`config.mk`:
```
export PLATFORM = sky130hd
export DESIGN_NAME = htw_outq
export DESIGN_NICKNAME = d
export VERILOG_FILES = /design/src/rtl/core/htw_pkg.sv /design/src/rtl/core/htw_outq.sv
export SDC_FILE = /design/constraint.sdc
export NUM_CORES = 1
export LEC_CHECK = 0
export ABC_AREA = 1
export BUFFER_PORTS_ARGS = -buffer_cell sky130_fd_sc_hd__buf_2
export CORE_UTILIZATION = 60
export DETAILED_ROUTE_END_ITERATION = 12
export PLACE_DENSITY = 0.82
export SLEW_MARGIN = 30
export SYNTH_ARGS = -nofsm -noshare
export SYNTH_HDL_FRONTEND = slang
export SYNTH_SLANG_ARGS = --single-unit
```
`constraint.sdc`:
```
create_clock -name clk -period 4.9 [get_ports clk]
set_input_delay 0.49 -clock clk [delete_from_list [all_inputs] [get_ports clk]]
set_output_delay 0.49 -clock clk [all_outputs]
set_load 0.02 [all_outputs]
```
`src/rtl/core/htw_pkg.sv`:
```
// ----------------------------------------------------------------------------
// htw_pkg: shared types and constants of the hierarchical timer wheel
// Operation and status codes, queue item types and the sequencer states.
// ----------------------------------------------------------------------------
package htw_pkg;

	localparam int NUM_TIMERS_DEF       = 64;
	localparam int FIRST_LEVEL_BITS_DEF = 8;
	localparam int UPPER_LEVEL_BITS_DEF = 6;
	localparam int UPPER_LEVELS_DEF     = 4;

	localparam int ENT_W    = 7;
	localparam logic [ENT_W-1:0] NIL = 7'h7F;
	localparam int OQ_DEPTH = 4;

	typedef enum logic [1:0] {
		OP_ADD  = 2'd0,
		OP_DEL  = 2'd1,
		OP_TICK = 2'd2,
		OP_BAD  = 2'd3
	} op_e_t;

	typedef enum logic [2:0] {
		ST_ADDED   = 3'd0,
		ST_FULL    = 3'd1,
		ST_DELETED = 3'd2,
		ST_NOTACT  = 3'd3,
		ST_EXPIRED = 3'd4,
		ST_NOEXP   = 3'd5
	} status_e_t;

	typedef struct packed {
		op_e_t       op;
		logic [5:0]  id;
		logic [31:0] dly;
		logic        once;
	} item_t;

	typedef struct packed {
		status_e_t  st;
		logic [5:0] id;
		logic       last;
	} res_t;

	typedef enum logic [1:0] {
		MD_ADD,
		MD_CAS,
		MD_EXP
	} mode_e_t;

	typedef enum logic [4:0] {
		S_CLEAR,
		S_IDLE,
		S_ADD,
		S_DEL,
		S_DEL_WR,
		S_TICK,
		S_CAS_DET,
		S_CAS_HD,
		S_CAS_WALK,
		S_CAS_PL,
		S_EXP_DET,
		S_EXP_HD,
		S_EXP_RD,
		S_EXP_EMIT,
		S_EXP_OUT,
		S_EXP_NEXT,
		S_PLACE,
		S_AP_RD,
		S_AP_WR,
		S_AP_LNK,
		S_EMIT
	} ex_state_t;

endpackage

```
`src/rtl/core/htw_outq.sv`:
```
// ----------------------------------------------------------------------------
// htw_outq: result queue
// Holds finished results until the receiver pops them.
// ----------------------------------------------------------------------------
module htw_outq (
	input  logic          clk,
	input  logic          arst_n,
	input  htw_pkg::res_t res,
	input  logic          res_push,
	output logic          res_full,
	output logic          empty,
	input  logic          pop,
	output htw_pkg::res_t head
);
	import htw_pkg::*;

	localparam int PW = $clog2(OQ_DEPTH);

	res_t        buf_q [OQ_DEPTH];
	logic [PW-1:0] wr_q;
	logic [PW-1:0] rd_q;
	logic [PW:0]   cnt_q;
	logic        do_pop;

	assign res_full = (cnt_q == (PW+1)'(OQ_DEPTH));
	assign empty    = (cnt_q == '0);
	assign do_pop   = pop && !empty;
	assign head     = buf_q[rd_q];

	always_ff @(posedge clk) begin
		if (res_push)
			buf_q[wr_q] <= res;
	end

	always_ff @(posedge clk or negedge arst_n) begin
		if (!arst_n) begin
			wr_q  <= '0;
			rd_q  <= '0;
			cnt_q <= '0;
		end else begin
			if (res_push)
				wr_q <= wr_q + 1'b1;
			if (do_pop)
				rd_q <= rd_q + 1'b1;
			cnt_q <= cnt_q + (PW+1)'(res_push) - (PW+1)'(do_pop);
		end
	end

endmodule

```
==> results by group <==
Die
  • Die area: 3599 µm²
  • Die W: 60.00 µm
  • Core region area: 3128 µm²
  • Initial Util: 0.6452
  • Top-Level Pins: 26
  • Die Height: 60.00 µm
  • Row count: 20

Synth
  • Synth Net Count: roughly 200
  • Post-synth top area share: 0.5952
  • Synth top cells by count: 46 x nand2_1, 40 x edfxtp_1, 26 x inv_1
  • Synth top area cells: edfxtp_1 60%, dfrtp_1 8.7%, nand2_1 8.6%, inv_1 4.8%, o21ai_1 4.0%
  • Post-synth EDFFs: 40
  • Sequential area share after synthesis: 0.6820
  • Most common cell in the synthesized netlist: nand2_1
  • Cell variety after synth: 18
  • Mapped Area: 2018 µm²
  • Yosys warns: 0
  • Synth Register Bits: 47
  • Ys flop type: edfxtp_1
  • Post-Syn Area per Cell: ~11 µm²
  • Cell taking the most area after synthesis: edfxtp_1
  • Post-synthesis async set-or-reset flop share: 0.1489
  • Cells after Synth: between 150 and 200

Setup path
  • CP endpoint kind: output port
  • Slowest CP cell: dfrtp_2
  • Worst EP required: roughly 4.4 ns
  • Startpoint types: flop
  • R2R cell count: 11
  • Critical path class: reg2out
  • CP Depth: 4
  • Slowest stage delay, CP: roughly 0.75 ns
  • Crit-path cells: inv_2 > o21ai_0 > nand2_1 > buf_2
  • Critical-path maximum fanout: 33
  • Crit path DAT: between 1.5 and 2 ns
  • Crit-path leading delay family: flip-flops
  • Critical path buffer and inverter count: 2

Detailed routing
  • Final wirelength: between 3 and 4 mm
  • Pre-antenna DRT Iters: 4
  • WL per Instance: roughly 13 µm
  • DRC Markers: 0
  • Iter 0 DRT Violations: 26
  • Routed Antenna Nets: 0
  • Via Count: around 1300
  • Via density: about 5.0

Clock network
  • CTS Hold Bufs: 1
  • CTS Buffer Depth: 2
  • CTS tree: done
  • Post-CTS Setup Bufs: 0
  • CTS Root Cell: clkbuf_4
  • CTS sink count: 47
  • H-tree depth: 2
  • Clock transition at path regs: around 0.14 ns
  • CTS Buf Count: 5
  • Worst-skew pair later-pin latency: about 0.37 ns
  • # resized after CTS: 0

Placed design
  • Buffers added on ports: 25
  • Placer congestion estimate: around 0.69
  • Worst slack, placed: 2.702 ns
  • Dpl hpwl: between 2 and 2.5 mm
  • Post-DP Area: about 2200 µm²

Power and ir drop
  • Combinational share of power: 0.367
  • Internal power: a little over 0.8 mW
  • Sw power: approximately 0.54 mW
  • Clock share of power: 0.176
  • Pleak: ~1.0 nW
  • Total power: roughly 1.3 mW
  • Sequential share of power: 0.456
  • Pwr/cell area: roughly 600 nW/µm²
  • Peak supply drop: 337.7 µV
  • Sw Ratio: 0.3987

Timing
  • Relative slew slack: 0.5754
  • Minimum clock period after layout: roughly 2.2 ns
  • Slew Limit Fails: 0
  • Setup tns final: 0 ns
  • Final period utilization: 0.4573
  • Final worst slack: between 2 and 3 ns
  • Final hold violations: 0
  • Worst Tran Pin Value: around 0.64 ns
  • Final setup violation count: 0
  • Worst Skew: approximately 0.0078 ns
  • Fmax: 0.4463 GHz
  • RSZ-0062 raised after global routing: no

Cells and area
  • Sequential Area: between 1000 and 1500 µm²
  • Post-route cell area: 2247 µm²
  • Layout cell share with drive strength beyond 1: 0.1675
  • Nets: ~230
  • Area grow syn2layout: 11.35%
  • Fillcell total: ~230
  • Ant diodes: 0
  • Multi-input gate area: between 400 and 500 µm²
  • Fin util: 0.7184

GRT
  • Initial antenna violation count: 0
  • Pin count of the biggest net entering global routing: 34
  • First-pass GRT wire length: approximately 5.3 mm
  • GRT Overall Usage: 0.2160
  • Total gr overflow: 0
  • Vias in the first global route: 1228

Min path
  • Worst Hold Depth: 1
  • Hold Path Class: in2reg

Run status
  • Outcome: finished, final reports clean

Job
  • MaxCap Viol Count: 0
-- layout by cell type (no fill, tap or decap) --
cell / count
clkbuf_4: 5
nor2_1: 21
edfxtp_1: 40
inv_6: 1
nand2_1: 46
dfrtp_1: 6
o21ai_1: 16
xor2_1: 2
nor3_1: 1
bufinv_16: 1
inv_2: 1
xnor2_1: 1
inv_1: 26
dfrtp_2: 1
nand3_1: 2
fa_1: 1
dlygate4sd3_1: 1
buf_2: 25
ha_1: 6
clkinv_4: 1
o21ai_0: 5
-- path summary, 6_finish.rpt --
check / start / end / slack, ns
worst max-delay path: rd_q[0]$_DFFE_PN0P_ / head[9] / 2.66
worst min register to register: rd_q[1]$_DFFE_PN0P_ / rd_q[1]$_DFFE_PN0P_ / 0.49
min in group asynchronous: arst_n / wr_q[0]$_DFFE_PN0P_ / 0.49
worst min-delay path: res[0] / buf_q[0][0]$_DFFE_PP_ / 0.32
max in group asynchronous: arst_n / rd_q[0]$_DFFE_PN0P_ / 4.22
worst max register to register: cnt_q[1]$_DFF_PN0_ / cnt_q[2]$_DFF_PN0_ / 2.88
-- area by class of cell --
cell class / instances / area share
repair buffers: 26 / 0.06013
multi-input cells: 101 / 0.2194
clock buffers: 5 / 0.01670
well taps: 44 / 0.02450
clock inverters: 3 / 0.02116
flip-flops and latches: 47 / 0.6130
inverters: 27 / 0.04510
-- cell families (layout without fill, tap and decap cells) --
group | count (synthesis) | after routing | share of synthesized area
adders and majority gates | 7 | 7 | 0.04712
AOI/OAI and AO/OA | 21 | 21 | 0.05208
DFF | 47 | 47 | 0.6820
buffers and inverters | 34 | 61 | 0.07377
xor gates and xnor gates | 3 | 3 | 0.01302
and+or+nand+nor | 70 | 70 | 0.1321
-- power groups by stage --
stage	clock network (mW)	registers, mW	logic, mW
detailed placement	0	0.621	0.502
floorplan	0	0.581	0.406
CTS	0.241	0.612	0.507
finish	0.238	0.615	0.495
global placement	0	0.612	0.469
global route	0.254	0.625	0.568
-- routing by layer --
layer / GRT usage / wire length (µm)
met1: 0.2463 / 1458
met2: 0.3683 / 1753
met3: 0.06494 / 128
met4: 0.1063 / 59
met5: 0 / 0
-- sequential cells by signal, indices dropped and copies added, names as in the netlist --
signal  count
buf_q      40
cnt_q       3
rd_q        2
wr_q        2
-- stage by stage --
| stage | std cells | hold WS [ns] |
|---|---|---|
| after floorplan | 182 | 0.1944 |
| after global placement | 244 | 0.3277 |
| after detailed placement | 244 | 0.3452 |
| after CTS | 253 | 0.3108 |
| after global routing | 253 | 0.3131 |
| final | 253 | 0.3239 |
-- worst reg2reg max path, delay by kind of cell, from the launching register on --
family	cells	cell delay, ns
adders and majority gates	3	0.79
buffers and inverters	3	0.16
DFF	1	0.48
and+or+nand+nor	5	0.51
(Power assumes the default switching activity.)
