--- src/rtl/core/htw_pkg.sv ---
// ----------------------------------------------------------------------------
// htw_pkg: shared types and constants of the hierarchical timer wheel
// Operation and status codes, queue item types and the sequencer states.
// ----------------------------------------------------------------------------
package htw_pkg;

	localparam int NUM_TIMERS_DEF       = 64;
	localparam int FIRST_LEVEL_BITS_DEF = 8;
	localparam int UPPER_LEVEL_BITS_DEF = 6;
	localparam int UPPER_LEVELS_DEF     = 4;

	localparam int ENT_W    = 7;
	localparam logic [ENT_W-1:0] NIL = 7'h7F;
	localparam int OQ_DEPTH = 4;

	typedef enum logic [1:0] {
		OP_ADD  = 2'd0,
		OP_DEL  = 2'd1,
		OP_TICK = 2'd2,
		OP_BAD  = 2'd3
	} op_e_t;

	typedef enum logic [2:0] {
		ST_ADDED   = 3'd0,
		ST_FULL    = 3'd1,
		ST_DELETED = 3'd2,
		ST_NOTACT  = 3'd3,
		ST_EXPIRED = 3'd4,
		ST_NOEXP   = 3'd5
	} status_e_t;

	typedef struct packed {
		op_e_t       op;
		logic [5:0]  id;
		logic [31:0] dly;
		logic        once;
	} item_t;

	typedef struct packed {
		status_e_t  st;
		logic [5:0] id;
		logic       last;
	} res_t;

	typedef enum logic [1:0] {
		MD_ADD,
		MD_CAS,
		MD_EXP
	} mode_e_t;

	typedef enum logic [4:0] {
		S_CLEAR,
		S_IDLE,
		S_ADD,
		S_DEL,
		S_DEL_WR,
		S_TICK,
		S_CAS_DET,
		S_CAS_HD,
		S_CAS_WALK,
		S_CAS_PL,
		S_EXP_DET,
		S_EXP_HD,
		S_EXP_RD,
		S_EXP_EMIT,
		S_EXP_OUT,
		S_EXP_NEXT,
		S_PLACE,
		S_AP_RD,
		S_AP_WR,
		S_AP_LNK,
		S_EMIT
	} ex_state_t;

endpackage

--- src/rtl/core/htw_front.sv ---
// ----------------------------------------------------------------------------
// htw_front: command intake queue
// Accepts operations, drops unknown codes and buffers two commands.
// ----------------------------------------------------------------------------
module htw_front (
	input  logic          clk,
	input  logic          arst_n,
	input  logic          push,
	output logic          full,
	input  logic [1:0]    operation,
	input  logic [5:0]    timer_id,
	input  logic [31:0]   delay,
	input  logic          one_shot,
	output htw_pkg::item_t itm,
	output logic          itm_vld,
	input  logic          itm_pop
);
	import htw_pkg::*;

	item_t      buf_q [2];
	logic       wr_q;
	logic       rd_q;
	logic [1:0] cnt_q;
	logic       acc;
	logic       keep;

	assign full    = (cnt_q == 2'd2);
	assign acc     = push && !full;
	// unknown operation codes take the transaction but leave no command
	assign keep    = acc && (op_e_t'(operation) != OP_BAD);
	assign itm     = buf_q[rd_q];
	assign itm_vld = (cnt_q != 2'd0);

	always_ff @(posedge clk) begin
		if (keep) begin
			buf_q[wr_q] <= '{op: op_e_t'(operation), id: timer_id, dly: delay,
				once: one_shot};
		end
	end

	always_ff @(posedge clk or negedge arst_n) begin
		if (!arst_n) begin
			wr_q  <= 1'b0;
			rd_q  <= 1'b0;
			cnt_q <= 2'd0;
		end else begin
			if (keep)
				wr_q <= !wr_q;
			if (itm_pop)
				rd_q <= !rd_q;
			cnt_q <= cnt_q + 2'(keep) - 2'(itm_pop);
		end
	end

endmodule

--- config.mk ---
export PLATFORM = sky130hd
export DESIGN_NAME = htw_front
export DESIGN_NICKNAME = d
export VERILOG_FILES = /design/src/rtl/core/htw_pkg.sv /design/src/rtl/core/htw_front.sv
export SDC_FILE = /design/constraint.sdc
export NUM_CORES = 1
export LEC_CHECK = 0
export BUFFER_PORTS_ARGS = -buffer_cell sky130_fd_sc_hd__buf_4
export CORE_AREA = 10 10 92 94
export DETAILED_ROUTE_END_ITERATION = 12
export DIE_AREA = 0 0 102 104
export GPL_TIMING_DRIVEN = 0
export HOLD_SLACK_MARGIN = 0.08
export PLACE_DENSITY = 0.74
export SLEW_MARGIN = 25
export SYNTH_ARGS = -nofsm -noshare
export SYNTH_HDL_FRONTEND = slang
export SYNTH_SLANG_ARGS = --single-unit
--- constraint.sdc ---
create_clock -name clk -period 4.1 [get_ports clk]
set_input_delay 0.82 -clock clk [delete_from_list [all_inputs] [get_ports clk]]
set_output_delay 0.82 -clock clk [all_outputs]
set_load 0.02 [all_outputs]
==> results.py, run 1 <==
metrics = {
    "run_status": {
        "status": "finished, final reports clean",
    },
    "logic_synthesis": {
        "synth_top_cell_by_area": "edfxtp_1",
        "synth.distinct_cells": 16,
        "synth_area_um2": 3370,
        "yosysSeqAreaShare_pct": 76.1,
        "synth_top_cell_area_share_pct": 73.1,
        "netlist_instances": 148,
        "synth_area_leaders": "edfxtp_1 (73%), mux2_4 (17%), dfrtp_1 (3.0%)",
        "postSynthAreaPerCell_um2": 22.7,
        "syn-num-nets": 194,
        "synth_seq_cells": 86,
        "yosysWarnings": 0,
    },
    "timing": {
        "tightestPinTransition_ns": 0.717,
        "maxSlewHeadroom_pct": 52.1,
        "fin_crit_ns": 2.30,
        "fmax_mhz": 435,
        "drv_slew": 0,
        "rsz0062_at_grt": "false",
        "hold_viol": 0,
        "whs_ns": 0.259,
        "setup_viol": 0,
        "fin_worst_skew_ns": 0.00554,
        "final.period_utilization_pct": 56.1,
    },
    "place": {
        "dp_hpwl_um": 4410,
        "dp_cells": 317,
        "gp_congestion": 0.641,
        "portBuffers": 87,
    },
    "floorplan": {
        "rows": 30,
        "initial_core_util_pct": 50.4,
        "die_h_um": 104,
        "fp.dieArea_um2": 10600,
        "core-area_um2": 6680,
        "die_w_um": 102,
        "ioPinCount": 88,
    },
    "power": {
        "ir_drop_uv": 382,
        "p_leak_uw": 0.00176,
        "powerDensity_nw_per_um2": 693,
    },
    "routing": {
        "vias": 1637,
        "wire_per_inst_um": 18.2,
        "first_iter_violations": 42,
        "drc": 0,
        "ant_nets": 0,
        "wl_um": 6040,
        "drt-vias-per-instance": 4.92,
        "firstDrtPassIters": 4,
    },
    "clock_network": {
        "cts-root-buf": "clkbuf_8",
        "numCtsBuffers": 9,
        "postCtsResizedCells": 0,
        "postCtsSetupBuffers": 0,
        "ctsLongestPathBuffers": 2,
        "cts_htree_levels": 3,
        "clock-sinks": 86,
        "ctsHoldBuffers": 0,
        "clkLatencyLatePin_ns": 0.34,
        "cts_tree": "yes",
        "clkSlewWorstSetupHoldPaths_ns": 0.08,
    },
    "worst_setup_path": {
        "critPathRequiredTime_ns": 3.28,
        "regToRegSetupSlack_ns": 2.09,
        "setup.worst_path.start_class": "register",
        "startpoint": "rd_q$_DFFE_PN0P_",
        "worstSetupPathType": "register to output port",
        "arrival_ns": 1.48,
        "crit_cells": 4,
        "r2r-start": "cnt_q[1]$_DFF_PN0_",
        "end_kind": "output port",
        "slowest_delay_ns": 0.38,
        "r2r_cells": 4,
        "worst_path_max_delay_cell": "dfrtp_1",
        "critPathMaxFanout": 10,
        "crit_family": "buffers and inverters",
        "crit_path_end": "itm[40]",
        "r2r_end": "buf_q[0][4]$_DFFE_PP_",
        "crit_chain": "buf_6 > buf_12 > mux2_4 > buf_4",
        "worst-path-buf-inv": 3,
    },
    "final_layout": {
        "multi_input_area_um2": 717,
        "fill_cells": 484,
        "diodes": 0,
        "instances_no_fill": 333,
        "seq_area_um2": 2560,
        "final_nets": 294,
        "area_growth_pct": 30.1,
        "layout-drive-gt1-share_pct": 60.5,
    },
    "global_routing": {
        "grt_start_max_net_pins": 22,
        "grt_usage_pct": 11.9,
        "grt_pass1_vias": 1770,
        "antenna_found_initial": 0,
        "grt_pass1_wl_um": 9570,
        "gr-total-overflow": 0,
    },
    "flow_run": {
        "cap_violations": 0,
    },
    "worst_hold_path": {
        "hold_path.class": "input pin to async pin",
    },
}
## cell families (layout without fill, tap and decap cells)
logic type | Yosys count | after routing | share of synthesized area, %
XOR/XNOR | 5 | 5 | 1.30
adder cells (fa/ha/maj) | 1 | 1 | 0.372
buffers and inverters | 8 | 113 | 3.05
flip-flops | 86 | 86 | 76.1
multiplexers | 41 | 41 | 18.1
AND/OR/NAND/NOR | 7 | 7 | 1.11
## cell usage after synthesis
library cell	n
edfxtp_1	82
xor2_1	3
nand2_1	1
dfrtp_1	4
xnor2_1	2
ha_1	1
nand2b_1	1
nor2_1	2
inv_1	3
or2_2	1
mux2_4	39
mux2_2	2
buf_12	4
nand4b_1	1
nand3_1	1
buf_6	1
## how the worst min path moves through the flow
| stage | startpoint | end | cells past startpoint |
|---|---|---|---|
| after floorplan | wr_q$_DFFE_PN0P_ | wr_q$_DFFE_PN0P_ | 1 |
| after global placement | wr_q$_DFFE_PN0P_ | wr_q$_DFFE_PN0P_ | 1 |
| after detailed placement | wr_q$_DFFE_PN0P_ | wr_q$_DFFE_PN0P_ | 1 |
| after CTS | arst_n | cnt_q[0]$_DFF_PN0_ | 1 |
| after global routing | arst_n | cnt_q[1]$_DFF_PN0_ | 1 |
| final | arst_n | cnt_q[0]$_DFF_PN0_ | 1 |
## power by group
part	switching (uW)	total (uW)	internal (uW)	leakage [uW]
registers	48.6	1200	1150	0.000802
logic	615	1270	659	0.000873
clock network	280	560	279	0.0000883
## flip-flops by register name, summed over array words and instances, names as in the netlist
register,count
wr_q,1
rd_q,1
cnt_q,2
buf_q,82
## cells in the final DEF (no fill, tap or decap), drive strengths merged, types with 2 or more instances in the layout
cell type  instances
edfxtp            82
inv                3
xor2               3
xnor2              2
clkinv             2
nor2               2
buf               94
clkinvlp           3
dfrtp              4
mux2              41
clkbuf            10
## metrics by stage
stage | setup TNS [ns] | util (%) | total power (uW) | worst slack, ns | instance area, um^2
2_1_floorplan | 0 | - | 2070 | 0.855 | 3370
3_3_place_gp | -26.35 | 61.7 | 2470 | -0.323 | 4120
3_5_place_dp | 0 | 62.7 | 2530 | 1.56 | 4190
4_1_cts | 0 | 65.6 | 3090 | 1.77 | 4380
5_1_grt | 0 | 65.6 | 3190 | 1.73 | 4380
6_report | 0 | 65.6 | 3030 | 1.80 | 4380
## metal layers
layer,GRT usage [%],share of wire (%),wire length (um)
met1,12.5,37,2220
met2,20.5,55,3350
met3,3.52,5.6,340
met4,6.35,2.2,130
met5,0,0,0
## cell type report
class                      instances  area share [%]
buffer                             5            2.09
multi-input combinational         54            16.4
sequential                        86            58.5
clock buffer                      10            2.91
clock inverter                     6            1.43
inverter                           3           0.257
tap                               80            2.29
timing repair buffer              89            16.2
(Power assumes the default switching activity.)
==> inputs of run 2 (changes only) <==
==> constraint.sdc (replaced) <==
create_clock -name clk -period 2.3 [get_ports clk]
set_input_delay 0.46 -clock clk [delete_from_list [all_inputs] [get_ports clk]]
set_output_delay 0.46 -clock clk [all_outputs]
set_load 0.02 [all_outputs]
==> run 2 against run 1 <==
  * Critical path depth unchanged
  * Flip-flop and latch count did not move
  * Register-to-register slack got worse by 1.8 ns
  * Utilization up 0.15 points
  * Clock skew about the same
  * Power rose by 78%
  * Global-route usage increased by 0.069 points
  * Clock power is 78% higher
  * Hold slack gained 0.034 ns
  * Worst setup slack got worse by 1.5 ns
==> results.py, run 2 (synthesis gave the netlist of run 1 again) <==
metrics = {
    "run_status": {
        "status": "finished, final reports clean",
    },
    "timing": {
        "setup-tns-final_ns": 0,
        "tightestPinTransition_ns": 0.719,
        "drv_slew": 0,
        "fmax_mhz": 498,
        "fin_worst_skew_ns": 0.00533,
        "fin_crit_ns": 2.01,
        "final.period_utilization_pct": 87.4,
        "rsz0062_at_grt": "false",
        "maxSlewHeadroom_pct": 52.0,
        "setup_viol": 0,
        "hold_viol": 0,
        "whs_ns": 0.293,
    },
    "worst_hold_path": {
        "hold_path.class": "input pin to register",
        "whs_path_depth": 1,
    },
    "final_layout": {
        "final_nets": 295,
        "largest-register": "buf_q",
        "final_core_util_pct": 65.7,
        "layout.cells.most_common": "buf_4",
        "largestRegisters": "buf_q: 82 flops, cnt_q: 2 flops",
        "diodes": 0,
        "layout-drive-gt1-share_pct": 60.2,
        "area_growth_pct": 30.4,
        "final_cell_area_um2": 4390,
        "largest_reg_flops": 82,
        "mostFrequentLayoutCells": "buf_4 (87), edfxtp_1 (82), mux2_4 (39), clkbuf_8 (9)",
    },
    "routing": {
        "wire_per_inst_um": 18.2,
        "wl_um": 6070,
        "drt-vias-per-instance": 4.93,
        "first_iter_violations": 56,
        "ant_nets": 0,
        "firstDrtPassIters": 4,
        "vias": 1645,
        "drc": 0,
    },
    "clock_network": {
        "cts-root-buf": "clkbuf_8",
        "cts_htree_levels": 3,
        "clkSlewWorstSetupHoldPaths_ns": 0.08,
        "postCtsSetupBuffers": 0,
        "postCtsResizedCells": 0,
        "ctsLongestPathBuffers": 2,
        "clkLatencyLatePin_ns": 0.34,
        "clock-sinks": 86,
        "numCtsBuffers": 9,
        "ctsHoldBuffers": 1,
        "cts_tree": "yes",
    },
    "power": {
        "seqPwrFrac_pct": 39.6,
        "switchingPower_uw": 1680,
        "switching_share_pct": 31.1,
        "powerDensity_nw_per_um2": 1230,
        "p_leak_uw": 0.00177,
        "p_comb_share_pct": 42.0,
        "p_clk_share_pct": 18.4,
        "ir_drop_uv": 680,
        "power.internal_uw": 3730,
    },
    "floorplan": {
        "initial_core_util_pct": 50.4,
        "rows": 30,
        "ioPinCount": 88,
        "die_w_um": 102,
        "die_h_um": 104,
        "core-area_um2": 6680,
        "fp.dieArea_um2": 10600,
    },
    "place": {
        "gp_congestion": 0.641,
        "placed_area_um2": 4190,
        "portBuffers": 87,
        "dp_hpwl_um": 4410,
    },
    "worst_setup_path": {
        "worst_path_max_delay_cell": "nor2_4",
        "critPathMaxFanout": 21,
        "end_kind": "register",
        "worstSetupPathType": "register to register",
        "slowest_delay_ns": 0.66,
        "setup.worst_path.start_class": "register",
        "arrival_ns": 2.06,
        "critPathRequiredTime_ns": 2.35,
        "r2r_cells": 4,
        "crit_chain": "nand2b_1 > nand3_1 > nor2_4 > buf_16",
    },
    "global_routing": {
        "gr-total-overflow": 0,
        "grt_pass1_vias": 1766,
        "antenna_found_initial": 0,
        "grt_start_max_net_pins": 22,
        "grt_usage_pct": 11.9,
        "grt_pass1_wl_um": 9600,
    },
    "flow_run": {
        "cap_violations": 0,
    },
}
## run 2: critical path, delay by kind of cell, from the launching register on
family / cells / cell delay (ns)
flip-flops: 1 / 0.41
AND/OR/NAND/NOR: 3 / 1.05
buffers and inverters: 1 / 0.25
## run 2: worst paths after layout
kind	slack, ns	endpoint	startpoint
max	0.29	buf_q[0][4]$_DFFE_PP_	cnt_q[1]$_DFF_PN0_
min	0.29	buf_q[1][37]$_DFFE_PP_	timer_id[4]
max reg2reg	0.29	buf_q[0][4]$_DFFE_PP_	cnt_q[1]$_DFF_PN0_
min reg2reg	0.56	wr_q$_DFFE_PN0P_	wr_q$_DFFE_PN0P_
max in group asynchronous	1.74	wr_q$_DFFE_PN0P_	arst_n
min in group asynchronous	0.46	cnt_q[0]$_DFF_PN0_	arst_n
## run 2: cell type report
cell class / count / area (um^2)
repair buffers: 90 / 718
plain buffers: 5 / 91.3
inverters: 3 / 11.3
fillers: 483 / 2290
multi-input cells: 54 / 717
clock buffers: 10 / 128
flip-flops and latches: 86 / 2560
well taps: 80 / 100
clock inverters: 6 / 62.6
## run 2: layer usage
layer  global-route usage, %  routed length [um]  vias to the layer above
li1                        -                   -                      771
met1                    12.6                2250                      815
met2                    20.6                3360                       48
met3                    3.52                 341                       11
met4                    6.35                 130                        0
met5                       0                   0                        -
## run 2: per-stage QoR
step                worst slack [ns]  cells  total power (uW)
detailed placement             0.123    317              4500
floorplan                     -0.585    148              3690
finish                         0.290    334              5410
global route                   0.174    334              5680
CTS                            0.242    334              5510
global placement               -1.76    315              4410
## run 2: power groups by stage
stage,Combinational [uW],Sequential [uW],Clock (uW)
2_1_floorplan,1520,2170,0
3_3_place_gp,2220,2190,0
3_5_place_dp,2320,2180,0
4_1_cts,2330,2150,1040
5_1_grt,2410,2170,1090
6_report,2270,2140,998
==> inputs of run 3 (changes only) <==
--- a/config.mk
+++ b/config.mk
@@ -9,9 +9,10 @@
 export CORE_AREA = 10 10 92 94
 export DETAILED_ROUTE_END_ITERATION = 12
 export DIE_AREA = 0 0 102 104
-export GPL_TIMING_DRIVEN = 0
+export GPL_TIMING_DRIVEN = 1
 export HOLD_SLACK_MARGIN = 0.08
 export PLACE_DENSITY = 0.74
+export RECOVER_POWER = 50
 export SLEW_MARGIN = 25
 export SYNTH_ARGS = -nofsm -noshare
 export SYNTH_HDL_FRONTEND = slang
==> run 3 against run 2 <==
  * Utilization down 3.1 points
  * Clock power down 18%
  * First-iteration DRC count down 38%
  * Cell area down 4.8%
==> results.py, run 3 (synthesis gave the netlist of run 1 again) <==
metrics = {
    "worst_setup_path": {
        "worstSetupPathType": "register to output port",
        "slowest_delay_ns": 0.39,
        "r2r_end": "buf_q[0][13]$_DFFE_PP_",
        "arrival_ns": 1.63,
        "critPathMostFrequentCell": "buf_4",
        "worst_path_max_delay_cell": "buf_4",
        "setup.worst_path.start_class": "register",
        "r2r_cells": 4,
        "crit_chain": "buf_4 > mux2_2 > buf_4",
        "regToRegSetupSlack_ns": 0.54,
        "critPathMaxFanout": 25,
        "r2r-start": "cnt_q[1]$_DFF_PN0_",
        "critPathRequiredTime_ns": 1.84,
        "end_kind": "output port",
    },
    "worst_hold_path": {
        "hold_path.class": "input pin to register",
        "min_from": "itm_pop",
        "whs_path_depth": 2,
        "hold_end": "rd_q$_DFFE_PN0P_",
    },
    "clock_network": {
        "cts_htree_levels": 3,
        "numCtsBuffers": 9,
        "postCtsSetupBuffers": 0,
        "ctsHoldBuffers": 1,
        "cts_tree": "yes",
        "clkSlewWorstSetupHoldPaths_ns": 0.07,
        "postCtsResizedCells": 0,
        "ctsLongestPathBuffers": 2,
        "clock-sinks": 86,
        "cts-root-buf": "clkbuf_8",
        "clkLatencyLatePin_ns": 0.33,
    },
    "routing": {
        "firstDrtPassIters": 4,
        "met3_length_um": 404,
        "first_iter_violations": 35,
        "ant_nets": 0,
        "wl_met1_um": 2120,
        "drc": 0,
        "met2WireLength_um": 3130,
        "wire_per_inst_um": 17.5,
        "drt-vias-per-instance": 4.87,
        "wl_um": 5780,
        "vias": 1611,
        "top_layer": "met4",
    },
    "final_layout": {
        "final_nets": 294,
        "final_cell_area_um2": 4180,
        "largest-register": "buf_q",
        "area_growth_pct": 24.2,
        "largestRegisters": "buf_q: 82 flops, cnt_q: 2 flops",
        "largest_reg_flops": 82,
        "layout-drive-gt1-share_pct": 52.6,
        "mostFrequentLayoutCells": "edfxtp_1 (82), buf_4 (49), mux2_4 (39), clkbuf_4 (27), clkbuf_1 (17)",
        "layout.cells.most_common": "edfxtp_1",
        "diodes": 0,
    },
    "flow_run": {
        "cap_violations": 0,
    },
    "floorplan": {
        "rows": 30,
        "die_w_um": 102,
        "die_h_um": 104,
        "initial_core_util_pct": 50.4,
        "ioPinCount": 88,
        "core-area_um2": 6680,
        "fp.dieArea_um2": 10600,
    },
    "global_routing": {
        "grt_pass1_vias": 1740,
        "antenna_found_initial": 0,
        "gr-total-overflow": 0,
        "grt_usage_pct": 11.2,
        "grt_start_max_net_pins": 26,
        "grt_pass1_wl_um": 8960,
    },
    "timing": {
        "rsz0062_at_grt": "false",
        "hold_viol": 0,
        "fmax_mhz": 478,
        "maxSlewHeadroom_pct": 66.4,
        "final.period_utilization_pct": 90.9,
        "drv_slew": 0,
        "whs_ns": 0.307,
        "setup_viol": 0,
        "fin_crit_ns": 2.09,
        "tightestPinTransition_ns": 0.504,
        "fin_worst_skew_ns": 0.00493,
    },
    "place": {
        "dp_hpwl_um": 4330,
        "portBuffers": 87,
        "gp_congestion": 0.673,
        "placed_area_um2": 4090,
    },
    "power": {
        "total_power_uw": 5010,
        "ir_drop_uv": 635,
        "powerDensity_nw_per_um2": 1200,
        "p_leak_uw": 0.00165,
    },
    "run_status": {
        "status": "finished, final reports clean",
    },
}
## run 3: cell types whose count changed in the layout (fill, tap and decap cells not counted), moves of 2 or more
cell,change
clkinv_1,+3
clkbuf_4,+27
clkbuf_1,+16
clkinvlp_4,-3
buf_12,-4
buf_16,-2
buf_4,-38
## run 3: metal layers
layer,GRT usage [%],vias up
met5,0,-
met4,5.04,0
met3,4.39,10
met2,19.2,49
met1,11.6,780
li1,-,772
## run 3: power by group
group	internal [uW]	switching [uW]
Combinational	1000	1050
Sequential	2060	85.9
Clock	368	447
Total	3430	1580
## run 3: area by class of cell
class	count	area [um^2]
Clock buffer	10	128
Clock inverter	4	16.3
Fill cell	509	2500
Inverter	3	11.3
Multi-Input combinational cell	54	717
Sequential cell	86	2560
Tap cell	80	100
Timing Repair Buffer	94	646
## run 3: worst max-delay path by stage
| stage | from | endpoint | slack, ns | cells past startpoint |
|---|---|---|---|---|
| floorplan | operation[0] | buf_q[0][0]$_DFFE_PP_ | -0.59 | 3 |
| global route | rd_q$_DFFE_PN0P_ | itm[38] | 0.14 | 3 |
| detailed placement | operation[0] | buf_q[1][23]$_DFFE_PP_ | 0.53 | 5 |
| global placement | rd_q$_DFFE_PN0P_ | itm[38] | 0.55 | 3 |
| finish | rd_q$_DFFE_PN0P_ | itm[38] | 0.21 | 3 |
| CTS | rd_q$_DFFE_PN0P_ | itm[39] | 0.17 | 3 |
## run 3: stage by stage
stage | setup slack, ns | setup TNS [ns] | instances | utilization [%]
finish | 0.208 | 0 | 331 | 62.6
global route | 0.136 | 0 | 331 | 62.6
CTS | 0.174 | 0 | 331 | 63.5
detailed placement | 0.534 | 0 | 316 | 61.2
global placement | 0.552 | 0 | 316 | 61.2
floorplan | -0.585 | -47.99 | 148 | -
## run 3: critical path: cells and delay by family (launching register included)
kind | cells | cell delay (ns)
flops | 1 | 0.35
mux | 1 | 0.39
buf+inv | 2 | 0.55
